$ cat config.mk
export PLATFORM = sky130hd
export DESIGN_NAME = latin1_fold_word_tokenizer_unit
export DESIGN_NICKNAME = d
export VERILOG_FILES = /design/src/hdl/lfwt_pkg.sv /design/src/hdl/lfwt_fold.sv /design/src/hdl/latin1_fold_word_tokenizer_unit.sv
export SDC_FILE = /design/constraint.sdc
export NUM_CORES = 1
export LEC_CHECK = 0
export ABC_AREA = 0
export BUFFER_PORTS_ARGS = -buffer_cell sky130_fd_sc_hd__buf_2
export CAP_MARGIN = 25
export CORE_MARGIN = 2
export CORE_UTILIZATION = 45
export DETAILED_ROUTE_END_ITERATION = 16
export HOLD_SLACK_MARGIN = 0.02
export PLACE_DENSITY = 0.71
export SLEW_MARGIN = 20
export SYNTH_ARGS = -nofsm -noshare
export SYNTH_HDL_FRONTEND = slang
export SYNTH_SLANG_ARGS = --single-unit
$ cat constraint.sdc
create_clock -name clk_i -period 2.4 [get_ports clk_i]
set_input_delay 0.24 -clock clk_i [delete_from_list [all_inputs] [get_ports clk_i]]
set_output_delay 0.24 -clock clk_i [all_outputs]
set_load 0.03 [all_outputs]
$ cat src/hdl/lfwt_pkg.sv
`default_nettype none
// ----------------------------------------------------------------------------
// lfwt_pkg: shared definitions for the Latin-1 folding word tokeniser
// Holds the character-class limits, the accent folding table and the record
// that the folding stage hands to the control logic.
// ----------------------------------------------------------------------------
package lfwt_pkg;

  // Default longest word plus one; words of this length or more are dropped.
  localparam int unsigned MaxWordLengthDef = 32;

  // Field widths fixed by the interface.
  localparam int unsigned CodePointW = 21;
  localparam int unsigned OffsetW    = 32;
  localparam int unsigned LetterW    = 7;
  localparam int unsigned LetterIdxW = 5;

  // Character-class limits.
  localparam logic [CodePointW-1:0] UpperFirst  = 21'h00041;
  localparam logic [CodePointW-1:0] UpperLast   = 21'h0005A;
  localparam logic [CodePointW-1:0] LowerFirst  = 21'h00061;
  localparam logic [CodePointW-1:0] LowerLast   = 21'h0007A;
  localparam logic [CodePointW-1:0] AccentFirst = 21'h000C0;
  localparam logic [CodePointW-1:0] AccentLast  = 21'h000FF;

  // ASCII code of 'a', the base of every emitted letter.
  localparam logic [LetterW-1:0] LetterBase = 7'h61;
  localparam logic [7:0]         AsciiLowA  = 8'h61;

  // Plain letter for each code point from 0xC0 to 0xFF, first entry leftmost.
  localparam logic [8*64-1:0] AccentFold =
      "aaaaaaeceeeeiiiidnoooooxouuuuypsaaaaaaeceeeeiiiionooooooouuuuypy";

  // Result of folding one code point.
  typedef struct packed {
    logic                  is_letter;
    logic [LetterIdxW-1:0] idx;
  } fold_t;

  // Letter index (0 for 'a') for an accented code point's low six bits.
  function automatic logic [LetterIdxW-1:0] accent_idx(input logic [5:0] sel);
    logic [7:0] ch;
    logic [7:0] diff;
    ch   = AccentFold[8*(63 - int'(sel)) +: 8];
    diff = ch - AsciiLowA;
    return diff[LetterIdxW-1:0];
  endfunction

endpackage
`default_nettype wire

$ cat src/hdl/lfwt_fold.sv
`default_nettype none
// ----------------------------------------------------------------------------
// lfwt_fold: code point classifier and folder
// Sorts a code point into letter or delimiter and gives the folded letter
// index for ASCII letters and the Latin-1 accented range.
// ----------------------------------------------------------------------------
module lfwt_fold
  import lfwt_pkg::*;
(
  input  var logic [CodePointW-1:0] code_point_i,
  output fold_t                     fold_o
);

  logic                  is_upper;
  logic                  is_lower;
  logic                  is_accent;
  logic [CodePointW-1:0] upper_diff;
  logic [CodePointW-1:0] lower_diff;

  // Range decode.
  assign is_upper  = (code_point_i >= UpperFirst)  && (code_point_i <= UpperLast);
  assign is_lower  = (code_point_i >= LowerFirst)  && (code_point_i <= LowerLast);
  assign is_accent = (code_point_i >= AccentFirst) && (code_point_i <= AccentLast);

  assign upper_diff = code_point_i - UpperFirst;
  assign lower_diff = code_point_i - LowerFirst;

  // Select the letter index; anything outside the three ranges is a delimiter.
  always_comb begin
    fold_o.is_letter = is_upper || is_lower || is_accent;
    if (is_upper) begin
      fold_o.idx = upper_diff[LetterIdxW-1:0];
    end else if (is_lower) begin
      fold_o.idx = lower_diff[LetterIdxW-1:0];
    end else if (is_accent) begin
      fold_o.idx = accent_idx(code_point_i[5:0]);
    end else begin
      fold_o.idx = '0;
    end
  end

endmodule
`default_nettype wire

$ cat src/hdl/latin1_fold_word_tokenizer_unit.sv
`default_nettype none
// ----------------------------------------------------------------------------
// latin1_fold_word_tokenizer_unit: word tokeniser with case and accent folding
// Buffers folded letters and plays each finished word out one letter a beat.
// ----------------------------------------------------------------------------
// A letter beat is taken and written to the word buffer. A
// delimiter or end-of-text beat that closes a word of n letters (1 to
// MAX_WORD_LENGTH-1) holds the input stalled while the sequencer reads
// the buffer one entry a cycle into the output register, as long as the
// output is free; any other beat is taken without a stall. A stall on the
// output side lengthens the play-out. Words of MAX_WORD_LENGTH letters or
// more are dropped without output. Each letter goes out with the word's
// start offset and a flag on its final letter. The buffer needs no clearing
// after reset: only entries already written for the current word are read.
module latin1_fold_word_tokenizer_unit
  import lfwt_pkg::*;
#(
  parameter int unsigned MAX_WORD_LENGTH = MaxWordLengthDef
) (
  input  var logic                  clk_i,
  input  var logic                  rst_ni,
  // Input channel
  input  var logic                  in_valid_i,
  output logic                      in_stall_o,
  input  var logic [CodePointW-1:0] code_point_i,
  input  var logic [OffsetW-1:0]    end_offset_i,
  input  var logic                  end_of_text_i,
  // Output channel
  output logic                      out_valid_o,
  input  var logic                  out_stall_i,
  output logic [LetterW-1:0]        letter_o,
  output logic [OffsetW-1:0]        word_start_offset_o,
  output logic                      last_letter_o
);

  localparam int unsigned Depth = MAX_WORD_LENGTH - 1;
  localparam int unsigned IdxW  = (Depth > 1) ? $clog2(Depth) : 1;
  localparam int unsigned LenW  = $clog2(MAX_WORD_LENGTH + 1);
  localparam logic [LenW-1:0] LenMax   = LenW'(MAX_WORD_LENGTH);
  localparam logic [LenW-1:0] LenDepth = LenW'(Depth);

  typedef enum logic [1:0] {
    StIdle = 2'b01,
    StEmit = 2'b10
  } state_e;

  state_e                state_q, state_d;
  logic [LenW-1:0]       len_q, len_d;
  logic [OffsetW-1:0]    start_q, start_d;
  logic [IdxW-1:0]       rd_idx_q, rd_idx_d;
  logic                  eot_q, eot_d;
  logic                  out_valid_q, out_valid_d;
  logic [LetterW-1:0]    letter_q;
  logic [OffsetW-1:0]    out_start_q;
  logic                  last_q;
  logic [LetterIdxW-1:0] word_buf_q [Depth];

  fold_t                 fold;
  logic                  in_accept;
  logic                  out_free;
  logic                  emit_step;
  logic                  emit_last;
  logic                  word_ok;
  logic                  buf_wr;

  // Folding stage.
  lfwt_fold u_fold (
    .code_point_i (code_point_i),
    .fold_o       (fold)
  );

  assign in_stall_o = (state_q != StIdle);
  assign in_accept  = in_valid_i && !in_stall_o;
  assign out_free   = !out_valid_q || !out_stall_i;
  assign emit_step  = (state_q == StEmit) && out_free;
  assign emit_last  = ((LenW'(rd_idx_q) + LenW'(1)) == len_q);
  assign word_ok    = (len_q != '0) && (len_q < LenMax);
  assign buf_wr     = in_accept && !end_of_text_i && fold.is_letter && (len_q < LenDepth);

  // Sequencer: collect letters, then play the word out one entry a cycle while the output is free.
  always_comb begin
    state_d     = state_q;
    len_d       = len_q;
    start_d     = start_q;
    rd_idx_d    = rd_idx_q;
    eot_d       = eot_q;
    out_valid_d = out_valid_q;
    if (out_free) begin
      out_valid_d = 1'b0;
    end
    unique case (state_q)
      StIdle: begin
        if (in_accept) begin
          if (!end_of_text_i && fold.is_letter) begin
            if (len_q == '0) begin
              start_d = end_offset_i - OffsetW'(1);
            end
            if (len_q < LenMax) begin
              len_d = len_q + LenW'(1);
            end
          end else if (word_ok) begin
            state_d  = StEmit;
            rd_idx_d = '0;
            eot_d    = end_of_text_i;
          end else begin
            len_d = '0;
            if (end_of_text_i) begin
              start_d = '0;
            end
          end
        end
      end
      StEmit: begin
        if (emit_step) begin
          out_valid_d = 1'b1;
          rd_idx_d    = rd_idx_q + IdxW'(1);
          if (emit_last) begin
            state_d = StIdle;
            len_d   = '0;
            if (eot_q) begin
              start_d = '0;
            end
          end
        end
      end
      default: begin
        state_d = StIdle;
      end
    endcase
  end

  // Control registers.
  always_ff @(posedge clk_i or negedge rst_ni) begin
    if (!rst_ni) begin
      state_q     <= StIdle;
      len_q       <= '0;
      start_q     <= '0;
      rd_idx_q    <= '0;
      eot_q       <= 1'b0;
      out_valid_q <= 1'b0;
    end else begin
      state_q     <= state_d;
      len_q       <= len_d;
      start_q     <= start_d;
      rd_idx_q    <= rd_idx_d;
      eot_q       <= eot_d;
      out_valid_q <= out_valid_d;
    end
  end

  // Word buffer and output payload: one write and one registered read.
  always_ff @(posedge clk_i) begin
    if (buf_wr) begin
      word_buf_q[len_q[IdxW-1:0]] <= fold.idx;
    end
    if (emit_step) begin
      letter_q    <= LetterBase + LetterW'(word_buf_q[rd_idx_q]);
      out_start_q <= start_q;
      last_q      <= emit_last;
    end
  end

  assign out_valid_o         = out_valid_q;
  assign letter_o            = letter_q;
  assign word_start_offset_o = out_start_q;
  assign last_letter_o       = last_q;

  // The length count never passes its saturation value.
  a_len_bound : assert property (@(posedge clk_i) disable iff (!rst_ni)
    len_q <= LenMax)
    else $error("word length count above saturation value");

  // Only a word of legal length is ever played out.
  a_emit_len : assert property (@(posedge clk_i) disable iff (!rst_ni)
    (state_q == StEmit) |-> (word_ok && (LenW'(rd_idx_q) < len_q)))
    else $error("play-out index or length out of range");

  // A new output beat appears only from the play-out sequence.
  a_out_src : assert property (@(posedge clk_i) disable iff (!rst_ni)
    $rose(out_valid_q) |-> $past(state_q == StEmit))
    else $error("output beat without play-out");

  // Finishing a word returns to collecting with an empty count.
  a_emit_done : assert property (@(posedge clk_i) disable iff (!rst_ni)
    (emit_step && emit_last) |=> ((state_q == StIdle) && (len_q == '0)))
    else $error("play-out did not close the word");

endmodule
`default_nettype wire

* After elaboration in Yosys (flattened, before gate mapping) *
Memory sizes are Yosys's and may differ from the RTL's.
Index checks and enable logic that the tools add are counted.

cells by class
  add/subtract/negate cells = 9
  order comparisons = 8
  eq/ne operators = 14
  shift-type cells = 1
  mux-type cells = 35
  bitwise logic cells = 1
  reductions and logical operators = 25

operator list
  kind                       count
  $shiftx 512x32->5 const A  1
  $mux 32                    8
  $pmux 32 s2                1
  $ge 21x7->1 const B        2
  $le 21x7->1 const B        2
  $mux 6                     6
  $mux 5                     7
  $sub 32x1->32 const B      1
  $ge 21x8->1 const B        1
  $le 21x8->1 const B        1
  $sub 5x1->5 const B        3
  $ne 2x2->1 const B         6
  $ne 3x3->1 const B         4
  $pmux 6 s2                 1
  $logic_and 1x1->1          10
  $mux 2                     5
  $pmux 5 s2                 1
  $reduce_and 5->1           2
  $reduce_and 8->1           1
  $add 6x6->7 const A        1
  $sub 6x6->7 const A        1
  $add 5x1->6 const B        1
  $add 6x1->6 const B        1
  $eq 6x6->1                 1
  other kinds (16)           25

storage, ports and cells
  register bits = 87
  RAM bits = 155
  bits of input ports = 58
  word-level logic and storage cells = 103
  memories = 1

memory list
  name        depth  width  rd ports  clocked after memory_dff  wr ports  RTL line                               RTL
  word_buf_q  31     5      1         0                         1         latin1_fold_word_tokenizer_unit.sv:56  logic [LetterIdxW-1:0] word_buf_q [Depth];

* Depth between registers and ports, before layout *
Gate-level depths: netlist (run 1).

  word-level depth = 8
  gate-level depth with buffers = 10
  depth with buffers taken out = 10

* Hierarchy *
From an unflattened synthesis (run 1), not the netlist that was laid out.

second synthesis, totals
  cell total of the unflattened synthesis = 784
  area total of the unflattened synthesis = 11094.4 µm²

by module, submodules not included
  module                           times used  cells an instance  area each (µm²)  seq. area each (µm²)
  latin1_fold_word_tokenizer_unit  1           708                10543.9          7033.0
  lfwt_fold                        1           76                 550.5            0.0

* Worst setup path before layout (run 1) *
OpenSTA, ideal clock, no wires.

  path kind = input to register
  start = input code_point_i[1]
  end = memory word_buf_q[0][4] (data pin)
  arrival = 2623 ps
  data required time = 2025 ps
  path slack = -598 ps
  cell stages on the path = 10
  cells stage by stage = inv_1 ha_1 a21oi_1 nor2_1 o311ai_0 inv_1 ha_1 nor3b_1 xor2_1 o22ai_1

RTL lines
  element      RTL line                               RTL
  from (decl)  latin1_fold_word_tokenizer_unit.sv:25  input var logic [CodePointW-1:0] code_point_i,
  to (decl)    latin1_fold_word_tokenizer_unit.sv:56

* Worst setup path in the final report (run 1) *
  start = register rd_idx_q[0]
  end = register start_q[6]

between the ends
  word-level cells in the longest chain between the ends = 4

ends and longest elaborated chain
  element                     RTL line                                RTL
  from (decl)                 latin1_fold_word_tokenizer_unit.sv:50   logic [IdxW-1:0] rd_idx_q, rd_idx_d;
  from (signal assigned)      latin1_fold_word_tokenizer_unit.sv:145  rd_idx_q <= rd_idx_d;
  $add 5x1->6                 latin1_fold_word_tokenizer_unit.sv:76   assign emit_last = ((LenW'(rd_idx_q) + LenW'(1)) == len_q);
  $eq 6x6->1                  latin1_fold_word_tokenizer_unit.sv:76
  $ne 2x2->1 (no line)        -
  $reduce_and 8->1 (no line)  -
  to (signal assigned)        latin1_fold_word_tokenizer_unit.sv:144  start_q <= start_d;
  to (decl)                   latin1_fold_word_tokenizer_unit.sv:49   logic [OffsetW-1:0] start_q, start_d;

Every way passes these cells.
A chain may end at the register's enable or synchronous reset.

==> results of run 1 <==
[repair_timing]
action | in CTS | in global routing
hold buffers | 2 | 0
hold endpoints to repair | 22 | 0
pin swaps | 5 | 4
gates cloned | 1 | 2
setup endpoints to repair | 37 | 218
setup buffers | 6 | 2
resized for setup | 16 | 27
[area by class of cell]
class                   count  area share (%)
multi-input cells         454            28.5
clock buffers              28            4.77
repair buffers            241            12.7
flip-flops and latches    242            49.6
inverters                  17           0.449
clock inverters            16            1.18
well taps                 324            2.85
[worst paths after layout]
check	from	endpoint	slack [ns]	cells after the start
max	rd_idx_q[0]	start_q[6]	-0.16	10
min	end_offset_i[31]	start_q[31]	0.12	4
max reg2reg	rd_idx_q[0]	start_q[6]	-0.16	10
min reg2reg	start_q[6]	word_start_offset_o[6]	0.45	0
max in group asynchronous	rst_ni	state_q[0]	1.36	3
min in group asynchronous	rst_ni	start_q[24]	0.24	2
[where the power goes]
group | total, mW | switching (mW) | internal [mW]
logic | 0.702 | 0.337 | 0.365
clock network | 3.92 | 1.56 | 2.36
registers | 4.51 | 0.0169 | 4.49
total | 9.13 | 1.92 | 7.21
[flip-flops by register name, indices dropped and copies added (netlist names), named ones only]
name,count
rd_idx_q,5
eot_q,1
word_start_offset_o,32
state_q,2
len_q,6
start_q,32
word_buf_q,155
letter_o,7
last_letter_o,1
[stage by stage]
stage | hold slack, ns | power (mW) | cells | utilization [%] | cell area (um2)
2_1_floorplan | -0.0556 | 4.98 | 744 | - | 11100
5_1_grt | 0.118 | 9.41 | 1322 | 58.6 | 14200
3_3_place_gp | 0.223 | 5.22 | 1265 | 53.6 | 13000
4_1_cts | 0.105 | 9.16 | 1318 | 57.8 | 14000
6_report | 0.116 | 9.13 | 1322 | 58.6 | 14200
3_5_place_dp | 0.234 | 5.23 | 1265 | 53.6 | 13000
[routing by layer]
layer | wire (um) | share of wire [%] | track usage [%] | up-vias
li1 | - | - | - | 3309
met1 | 10300 | 43 | 23.8 | 3507
met2 | 11900 | 50 | 31.8 | 184
met3 | 1100 | 4.6 | 2.89 | 30
met4 | 432 | 1.8 | 4.95 | 0
met5 | 0 | 0 | 0 | -
[worst max-delay path, stage by stage, from the launching register on]
cell	delay, ns
dfrtp_2	0.47
buf_6	0.15
a31oi_4	0.20
a211oi_2	0.08
o31ai_4	0.34
a31oi_4	0.14
a211oi_2	0.18
nor3b_4	0.21
buf_6	0.18
buf_12	0.15
mux2_2	0.33
[kinds of logic after synthesis]
kind of cell	Yosys count	synth area share, %
DFF	242	63.5
AOI/OAI and AO/OA	72	4.80
and+or+nand+nor	231	10.3
buffers and inverters	49	2.37
muxes	94	14.1
adders and majority gates	14	1.58
xor gates and xnor gates	42	3.32
[synth_stat cells, types with 15 or more instances]
master | number | area, um2
dfrtp_1 | 46 | 1150
edfxtp_1 | 195 | 5860
inv_1 | 17 | 63.8
mux2_4 | 30 | 450
mux2i_1 | 22 | 220
mux4_2 | 37 | 833
nand2_1 | 42 | 158
nand3_1 | 16 | 80.1
nor2_1 | 87 | 327
nor3_1 | 15 | 75.1
xnor2_1 | 21 | 184
xor2_1 | 21 | 184
[cell usage in the layout (no fill, tap or decap), types with 9 or more instances in the layout]
cell and n:
a21oi_1 9, and3_1 9, buf_12 14, buf_2 99
buf_4 118, clkbuf_16 27, dfrtp_1 40, edfxtp_1 195
ha_1 12, inv_1 16, mux2_4 30, mux2i_1 19
mux4_2 37, nand2_1 41, nand3_1 14, nor2_1 86
nor3_1 15, xnor2_1 21, xor2_1 20
==> metrics.log, run 1 <==
INFO  metric result_of_the_run = complete, but fails checks
INFO  metric failed_checks = setup timing
INFO  metric worst_clock_skew = 0.0104 ns
INFO  metric max_cap_violations = 0
INFO  metric final.setup.tns = -4.90 ns
INFO  metric synth-seq-cells = 242
INFO  metric dpl_worst_slack = -0.399 ns
INFO  metric crit_path_max_fanout = 8
INFO  metric setup-violations-final = 36
INFO  metric route.antenna.remaining_nets = 0
INFO  metric final-hold-violation-count = 0
INFO  metric port_buffers = 99
INFO  metric grt_max_degree = 36
INFO  metric wl = 23,700 um
INFO  metric dr_total_vias = 7,030
INFO  metric power.static_leakage = 5.25 nW
INFO  metric clkSlewWorstSetupHoldPaths = 0.07 ns
INFO  metric tritoncts = built
INFO  metric initialDrtViolationCount = 526
INFO  metric maxClockFrequency = 0.390 GHz
INFO  metric ys_seq_area_share = between 60% and 70%
INFO  metric final.setup.worst_slack = -0.164 ns
INFO  metric numClockSinks = 242
INFO  metric synth-main-ff-cell = edfxtp_1
INFO  metric layout_min_cycle_time = 2.56 ns
INFO  metric grt_setup_unrepaired = yes
INFO  metric floorplan_die_area = 25,900 um2
INFO  metric die_width = ~160 um
INFO  metric globalRoute.totalOverflow = 0
INFO  metric design.final.nets = 1,052
INFO  metric placement_row_count = 57
INFO  metric drc = 0
INFO  metric area_growth = 28.3%
INFO  metric design.core.area = roughly 24,000 um2
INFO  metric synth-edff-count = roughly 200
INFO  metric cts-root-buf = clkbuf_16
INFO  metric power_density = 643 nW/um2
INFO  metric worst_skew_pair.late_latency = 0.52 ns
INFO  metric synth-warning-count = 0
INFO  metric post_synth_inst_count = between 700 and 800
INFO  metric worstSetupStartpointType = flip-flop
INFO  metric final_weighted_congestion_in_routability_driven_placement = about 0.85
INFO  metric dp_hpwl = 16,000 um
INFO  metric antenna_found_initial = 0
INFO  metric min_path_type = input pin to flip-flop
INFO  metric combined_global_route_utilization_of_all_metal_layers = 18.2%
INFO  metric multi_input_comb_area = 4050 um2
INFO  metric vias_per_cell = approximately 5.3
INFO  metric start_util = approximately 46%
INFO  metric critical_path_required = 2.80 ns
INFO  metric htree_num_levels = 1
INFO  metric nFillCells = 1,856
INFO  metric synth_cell_types = 59
INFO  metric antenna_cells = 0
INFO  metric top_level_ports = 100
INFO  metric number_of_buffers_inserted_during_clock_tree_synthesis = 24
INFO  metric timing.setup.critical_path_class = flip-flop to flip-flop
INFO  metric cts_max_path_buffers = 3
INFO  metric cp-end-kind = flip-flop
INFO  metric post_drt_wl_per_cell = approximately 18 um
INFO  metric netlist_area = 11,100 um2
INFO  metric layout-drive-gt1-share = 40.3%
INFO  metric grt_pass1_vias = 7,162
INFO  metric worst_pin_slew = 0.596 ns
INFO  metric postSynthNetCount = 816
INFO  metric post-route-period-util = 107%
INFO  metric synthArstFlopShare = between 10% and 20%
INFO  metric final-seq-area = roughly 7000 um2
INFO  metric max-vdd-ir-drop = 0.000442 V
INFO  metric firstDrtPassIters = 5
INFO  metric worstPathArrival = 2.96 ns
INFO  metric timing_max_transition_violations_final = 0
INFO  metric maxSlewHeadroom = between 60% and 70%
INFO  metric avg_cell_area_syn = 14.9 um2
INFO  metric grt_pass1_wl = 37,300 um
INFO  metric die_y = 161 um
Note: power is estimated with default switching activity, not from simulation.
==> run 2: changes to the inputs <==
==> constraint.sdc (replaced) <==
create_clock -name clk_i -period 2.4 [get_ports clk_i]
set_input_delay 0.36 -clock clk_i [delete_from_list [all_inputs] [get_ports clk_i]]
set_output_delay 0.36 -clock clk_i [all_outputs]
set_load 0.03 [all_outputs]
==> run 2 against run 1 <==
Effect of this change:
- total power is 4.4% higher
- final cell count fell by 0.61%
- flip-flop and latch count is the same
- sequential share of layout area is 1.2 points lower
- register-to-register slack worse by 0.02 ns
- worst hold slack lost 0.020 ns
- utilization grew 1.4 points
- global-route usage rose by 1.9 points
- worst setup slack got worse by 0.022 ns
- the run still ends with setup timing left
==> metrics.log, run 2 (synthesis gave the netlist of run 1 again) <==
INFO  metric cp-end-kind = flip-flop
INFO  metric min_path_type = input pin to flip-flop
INFO  metric grt_setup_unrepaired = yes
INFO  metric critical-path-max-stage-delay = around 0.44 ns
INFO  metric timing_max_transition_violations_final = 0
INFO  metric grt_pass1_vias = 7,373
INFO  metric port_buffers = 99
INFO  metric max_cap_violations = 0
INFO  metric critical_path.cell_chain = buf_12 > a31oi_2 > a211oi_2 > o31ai_4 > a31oi_4 > a211oi_2 > nor3b_4 > buf_6 > buf_8 > buf_12 > mux2_4
INFO  metric grt_busiest_layer = met2
INFO  metric worst_pin_slew = 0.597 ns
INFO  metric wl = between 20,000 and 30,000 um
INFO  metric globalRouteMet3Util = under 10%
INFO  metric design.core.area = 24,200 um2
INFO  metric maxClockFrequency = 0.387 GHz
INFO  metric combined_global_route_utilization_of_all_metal_layers = 20.1%
INFO  metric crit_path_max_fanout = 5
INFO  metric initialDrtViolationCount = 632
INFO  metric met1_track_utilization_from_global_routing = 27.1%
INFO  metric number_of_buffers_inserted_during_clock_tree_synthesis = 26
INFO  metric mostFrequentLayoutCell = edfxtp_1
INFO  metric dp_hpwl = 16,600 um
INFO  metric floorplan_die_area = around 26,000 um2
INFO  metric grt_max_degree = 36
INFO  metric path_delay_family = compound AO/OA/AOI/OAI gates
INFO  metric worstPathArrival = 2.97 ns
INFO  metric dr_total_vias = a little over 7,000
INFO  metric area_growth = 31.4%
INFO  metric final-hold-violation-count = 0
INFO  metric antenna_cells = 0
INFO  metric final.hold.worst_slack = 0.0960 ns
INFO  metric drc = 0
INFO  metric power_density = 656 nW/um2
INFO  metric worstSetupPathDepth = 11
INFO  metric timing.setup.critical_path_class = flip-flop to flip-flop
INFO  metric ff2ff_setup_slack = -0.19 ns
INFO  metric numClockSinks = 242
INFO  metric power.static_leakage = ~5.3 nW
INFO  metric worst_setup_path_startpoint = rd_idx_q[0]
INFO  metric worst_skew_pair.late_latency = 0.52 ns
INFO  metric post_drt_wl_per_cell = slightly below 20 um
INFO  metric die_width = roughly 160 um
INFO  metric result_of_the_run = complete, but fails checks
INFO  metric critPathBufInv = 4
INFO  metric worst_r2r_path_depth = 11
INFO  metric vias_per_cell = between 5 and 6
INFO  metric die_y = 161 um
INFO  metric final_core_util = 60.0%
INFO  metric firstDrtPassIters = 5
INFO  metric cts_max_path_buffers = 3
INFO  metric final.setup.tns = -4.81 ns
INFO  metric placement_row_count = 57
INFO  metric globalRoute.totalOverflow = 0
INFO  metric nFillCells = 1,814
INFO  metric cp-endpoint = start_q[14]
INFO  metric crit_path_top_delay_cell = dfrtp_2
INFO  metric cts-root-buf = clkbuf_16
INFO  metric final_weighted_congestion_in_routability_driven_placement = 0.830
INFO  metric layout_min_cycle_time = 2.59 ns
INFO  metric setup-violations-final = 37
INFO  metric worst_clock_skew = 0.0151 ns
INFO  metric grt_util_met2 = 34.3%
INFO  metric layout_common_cells = edfxtp_1, buf_4, buf_2
INFO  metric timing.rr.start = rd_idx_q[0]
INFO  metric failed_checks = setup timing
INFO  metric layout-drive-gt1-share = 42.5%
INFO  metric maxSlewHeadroom = 60.1%
INFO  metric tritoncts = built
INFO  metric final.setup.worst_slack = -0.186 ns
INFO  metric clkSlewWorstSetupHoldPaths = 0.06 ns
INFO  metric route.antenna.remaining_nets = 0
INFO  metric critical_path_required = 2.79 ns
INFO  metric design.final.nets = 1,044
INFO  metric max-vdd-ir-drop = between 0.0004 and 0.0005 V
INFO  metric worstSetupStartpointType = flip-flop
INFO  metric antenna_found_initial = 0
INFO  metric post-route-period-util = 108%
INFO  metric crit_reg_reg_endpoint = start_q[14]
INFO  metric top_level_ports = 100
INFO  metric start_util = 45.7%
INFO  metric htree_num_levels = 1
INFO  metric largest_register_ffs = 155
INFO  metric grt_pass1_wl = 40,700 um
-- run 2: metrics by stage --
stage / cell area [um2] / setup slack, ns / power, mW / cells
floorplan: 11400 / -0.427 / 4.98 / 744
global placement: 13100 / -0.408 / 5.20 / 1250
detailed placement: 13100 / -0.497 / 5.21 / 1250
CTS: 14400 / -0.204 / 9.53 / 1312
global route: 14500 / -0.259 / 9.82 / 1314
finish: 14500 / -0.186 / 9.53 / 1314
-- run 2: worst min-delay path by stage --
stage,slack [ns],cells past startpoint,endpoint,from
after floorplan,0.06,0,async pin,rst_ni
after global placement,0.28,1,start_q[20],rst_ni
after detailed placement,0.30,1,start_q[24],rst_ni
after CTS,0.07,3,flip-flop,out_stall_i
after global routing,0.11,3,flip-flop,out_stall_i
final,0.1,3,flip-flop,out_stall_i
-- run 2: power by group --
part	internal [mW]	switching, mW
clock network	2.61	1.58
logic	0.455	0.380
registers	4.49	0.0115
total	7.56	1.97
-- run 2: cell type report --
class	count	area [um2]	share of cell area, %
Tap cell	324	405	2.79
Timing Repair Buffer	232	1850	12.7
Clock buffer	32	704	4.84
Clock inverter	14	199	1.37
Inverter	17	63.8	0.439
Multi-Input combinational cell	453	4290	29.5
Sequential cell	242	7040	48.4
-- run 2: tightest hold or removal path: cells and delay by family --
kind	cells	cell delay, ns
buf+inv	1	0.10
simple gates	2	0.11
-- run 2: routing by layer --
layer | vias up | wire (um)
li1 | 3304 | -
met1 | 3563 | 10900
met2 | 249 | 12900
met3 | 44 | 1430
met4 | 0 | 601
met5 | - | 0
-- run 2: timing repair --
action | in CTS | in global routing
hold buffers | 1 | 0
pin swaps | 9 | 7
buffers inserted | 10 | 2
cloned | 5 | 1
hold endpoints to repair | 15 | 0
setup endpoints to repair | 38 | 191
gates resized for setup | 38 | 20
==> run 3: changes to the inputs <==
==> constraint.sdc (replaced) <==
create_clock -name clk_i -period 2.4 [get_ports clk_i]
set_input_delay 0.48 -clock clk_i [delete_from_list [all_inputs] [get_ports clk_i]]
set_output_delay 0.48 -clock clk_i [all_outputs]
set_load 0.03 [all_outputs]
==> run 3 against run 2 <==
Effect of this change:
- the run still ends with setup timing left
- register-to-register slack got worse by 0.04 ns
- largest power group unchanged
- sequential share of layout area fell by 0.74 points
- flip-flop and latch count did not move
==> metrics.log, run 3 (synthesis gave the netlist of run 1 again) <==
INFO  metric crit_path_top_delay_cell = dfrtp_2
INFO  metric timing_max_transition_violations_final = 0
INFO  metric post-route-period-util = 110%
INFO  metric power.static_leakage = approximately 5.3 nW
INFO  metric mostFrequentLayoutCell = edfxtp_1
INFO  metric max_cap_violations = 0
INFO  metric crit_path_max_fanout = 7
INFO  metric dp_hpwl = 16,700 um
INFO  metric layout-drive-gt1-share = 45.5%
INFO  metric numClockSinks = 242
INFO  metric antenna_found_initial = 0
INFO  metric min_path_type = input pin to async pin
INFO  metric cts_max_path_buffers = 3
INFO  metric worstPathArrival = 3.04 ns
INFO  metric worst_skew_pair.late_latency = around 0.52 ns
INFO  metric post-layout-total-power = 9.13 mW
INFO  metric tritoncts = built
INFO  metric critPathBufInv = 4
INFO  metric grt_pass1_wl = 39,000 um
INFO  metric worst_clock_skew = 0.0155 ns
INFO  metric worst_pin_slew = 0.740 ns
INFO  metric design.core.area = ~24,000 um2
INFO  metric die_width = 161 um
INFO  metric post-route-cell-area = 14,800 um2
INFO  metric wl = about 26,000 um
INFO  metric maxSlewHeadroom = 50.7%
INFO  metric antenna_cells = 0
INFO  metric post_drt_wl_per_cell = 19.2 um
INFO  metric max-vdd-ir-drop = slightly above 0.0004 V
INFO  metric floorplan_die_area = about 26,000 um2
INFO  metric clkSlewWorstSetupHoldPaths = 0.06 ns
INFO  metric final.hold.worst_slack = 0.0192 ns
INFO  metric vias_per_cell = 5.36
INFO  metric route.antenna.remaining_nets = 0
INFO  metric cp-end-kind = flip-flop
INFO  metric detailroute.wirelength.met2 = about 13,000 um
INFO  metric top_level_ports = 100
INFO  metric timing.setup.critical_path_class = flip-flop to flip-flop
INFO  metric final_core_util = between 60% and 70%
INFO  metric final_weighted_congestion_in_routability_driven_placement = 0.824
INFO  metric dpl-instance-area = ~13,000 um2
INFO  metric power_density = 619 nW/um2
INFO  metric grt_max_degree = 36
INFO  metric critical_path.cell_chain = a31oi_2 > a211oi_1 > o31ai_2 > buf_4 > a31oi_4 > a211oi_2 > nor3b_4 > buf_12 > buf_6 > buf_16 > mux2_4
INFO  metric port_buffers = 99
INFO  metric sum_of_routed_wire_segments_on_met1 = 10,800 um
INFO  metric cts-root-buf = clkbuf_16
INFO  metric drc = 0
INFO  metric initialDrtViolationCount = 542
INFO  metric globalRoute.totalOverflow = 0
INFO  metric dr_total_vias = roughly 7,000
INFO  metric top_layer = met4
INFO  metric worstSetupStartpointType = flip-flop
INFO  metric layout_common_cells = edfxtp_1, buf_4, buf_2
INFO  metric setup-violations-final = around 190
INFO  metric final-hold-violation-count = 0
INFO  metric firstDrtPassIters = 5
INFO  metric design.final.nets = 1,056
INFO  metric die_y = 161 um
INFO  metric htree_num_levels = 1
INFO  metric path_delay_family = compound AO/OA/AOI/OAI gates
INFO  metric failed_checks = setup timing
INFO  metric result_of_the_run = complete, but fails checks
INFO  metric start_util = between 40% and 50%
INFO  metric combined_global_route_utilization_of_all_metal_layers = 19.2%
INFO  metric final.setup.worst_slack = -0.230 ns
INFO  metric layout_min_cycle_time = 2.63 ns
INFO  metric grt_setup_unrepaired = yes
INFO  metric wl_met3 = roughly 1400 um
INFO  metric critical_path_required = approximately 2.8 ns
INFO  metric critical-path-max-stage-delay = between 0.4 and 0.5 ns
INFO  metric grt_pass1_vias = 7,096
INFO  metric maxClockFrequency = 0.380 GHz
INFO  metric largest_register_ffs = 155
INFO  metric placement_row_count = 57
INFO  metric area_growth = 33.4%
INFO  metric number_of_buffers_inserted_during_clock_tree_synthesis = 25
## run 3: cell types whose count changed in the layout (fill, tap and decap cells not counted), moves of 3 or more
cell / delta
a211oi_2: -3
buf_2: -4
buf_4: +6
buf_6: +11
bufinv_16: -3
ha_1: -4
nand2_2: +3
nand2_4: -3
## run 3: timing repair
action                                  4_1_cts  5_1_grt
pin swaps                                    21       33
hold buffers                                  0        0
gates resized for setup                      65       43
endpoints found under the setup margin      180      253
gates cloned                                  3        3
setup buffers                                12        5
## run 3: layout make-up
cell class | instances | area [um2]
clock buffer | 31 | 678
clock inverter | 14 | 130
fill | 1796 | 9480
inverter | 17 | 63.8
multi-input combinational | 453 | 4460
sequential | 242 | 7040
tap | 324 | 405
timing repair buffer | 245 | 2000
## run 3: worst paths after layout
| check | from | endpoint | slack [ns] | cells after the start |
|---|---|---|---|---|
| worst min-delay path | rst_ni | start_q[31] | 0.02 | 1 |
| worst max register to register | rd_idx_q[0] | start_q[3] | -0.23 | 11 |
| worst max-delay path | rd_idx_q[0] | start_q[3] | -0.23 | 11 |
| max in group asynchronous | rst_ni | start_q[17] | 1.70 | 2 |
| min in group clk_i | out_stall_i | flip-flop | 0.24 | 3 |
| worst min register to register | start_q[3] | word_start_offset_o[3] | 0.45 | 0 |
## run 3: metrics by stage
| stage | cells | setup WS [ns] | setup TNS (ns) |
|---|---|---|---|
| after global routing | 1326 | -0.291 | -21.75 |
| after global placement | 1261 | -0.610 | -154.10 |
| after floorplan | 744 | -0.354 | -75.06 |
| after detailed placement | 1261 | -0.667 | -162.71 |
| after CTS | 1319 | -0.236 | -6.60 |
| final | 1326 | -0.230 | -11.21 |
## run 3: metal layers
layer | track usage [%] | vias up
li1 | - | 3314
met5 | 0 | -
met3 | 2.56 | 50
met1 | 26.8 | 3525
met4 | 4.91 | 0
met2 | 32.2 | 212
## run 3: worst register-to-register path, stage by stage (launching register included)
cell and delay [ns]:
dfrtp_2 0.49, a31oi_2 0.24, a211oi_1 0.08, o31ai_2 0.25, buf_4 0.18, a31oi_4 0.10, a211oi_2 0.21, nor3b_4 0.26
buf_12 0.16, buf_6 0.12, buf_16 0.13, mux2_4 0.30
## run 3: where the power goes
part           leakage [nW]  switching, mW  internal [mW]
logic                  2.67          0.384          0.484
clock network         0.395           1.53           2.22
registers              2.28         0.0203           4.49
total                  5.34           1.94           7.20
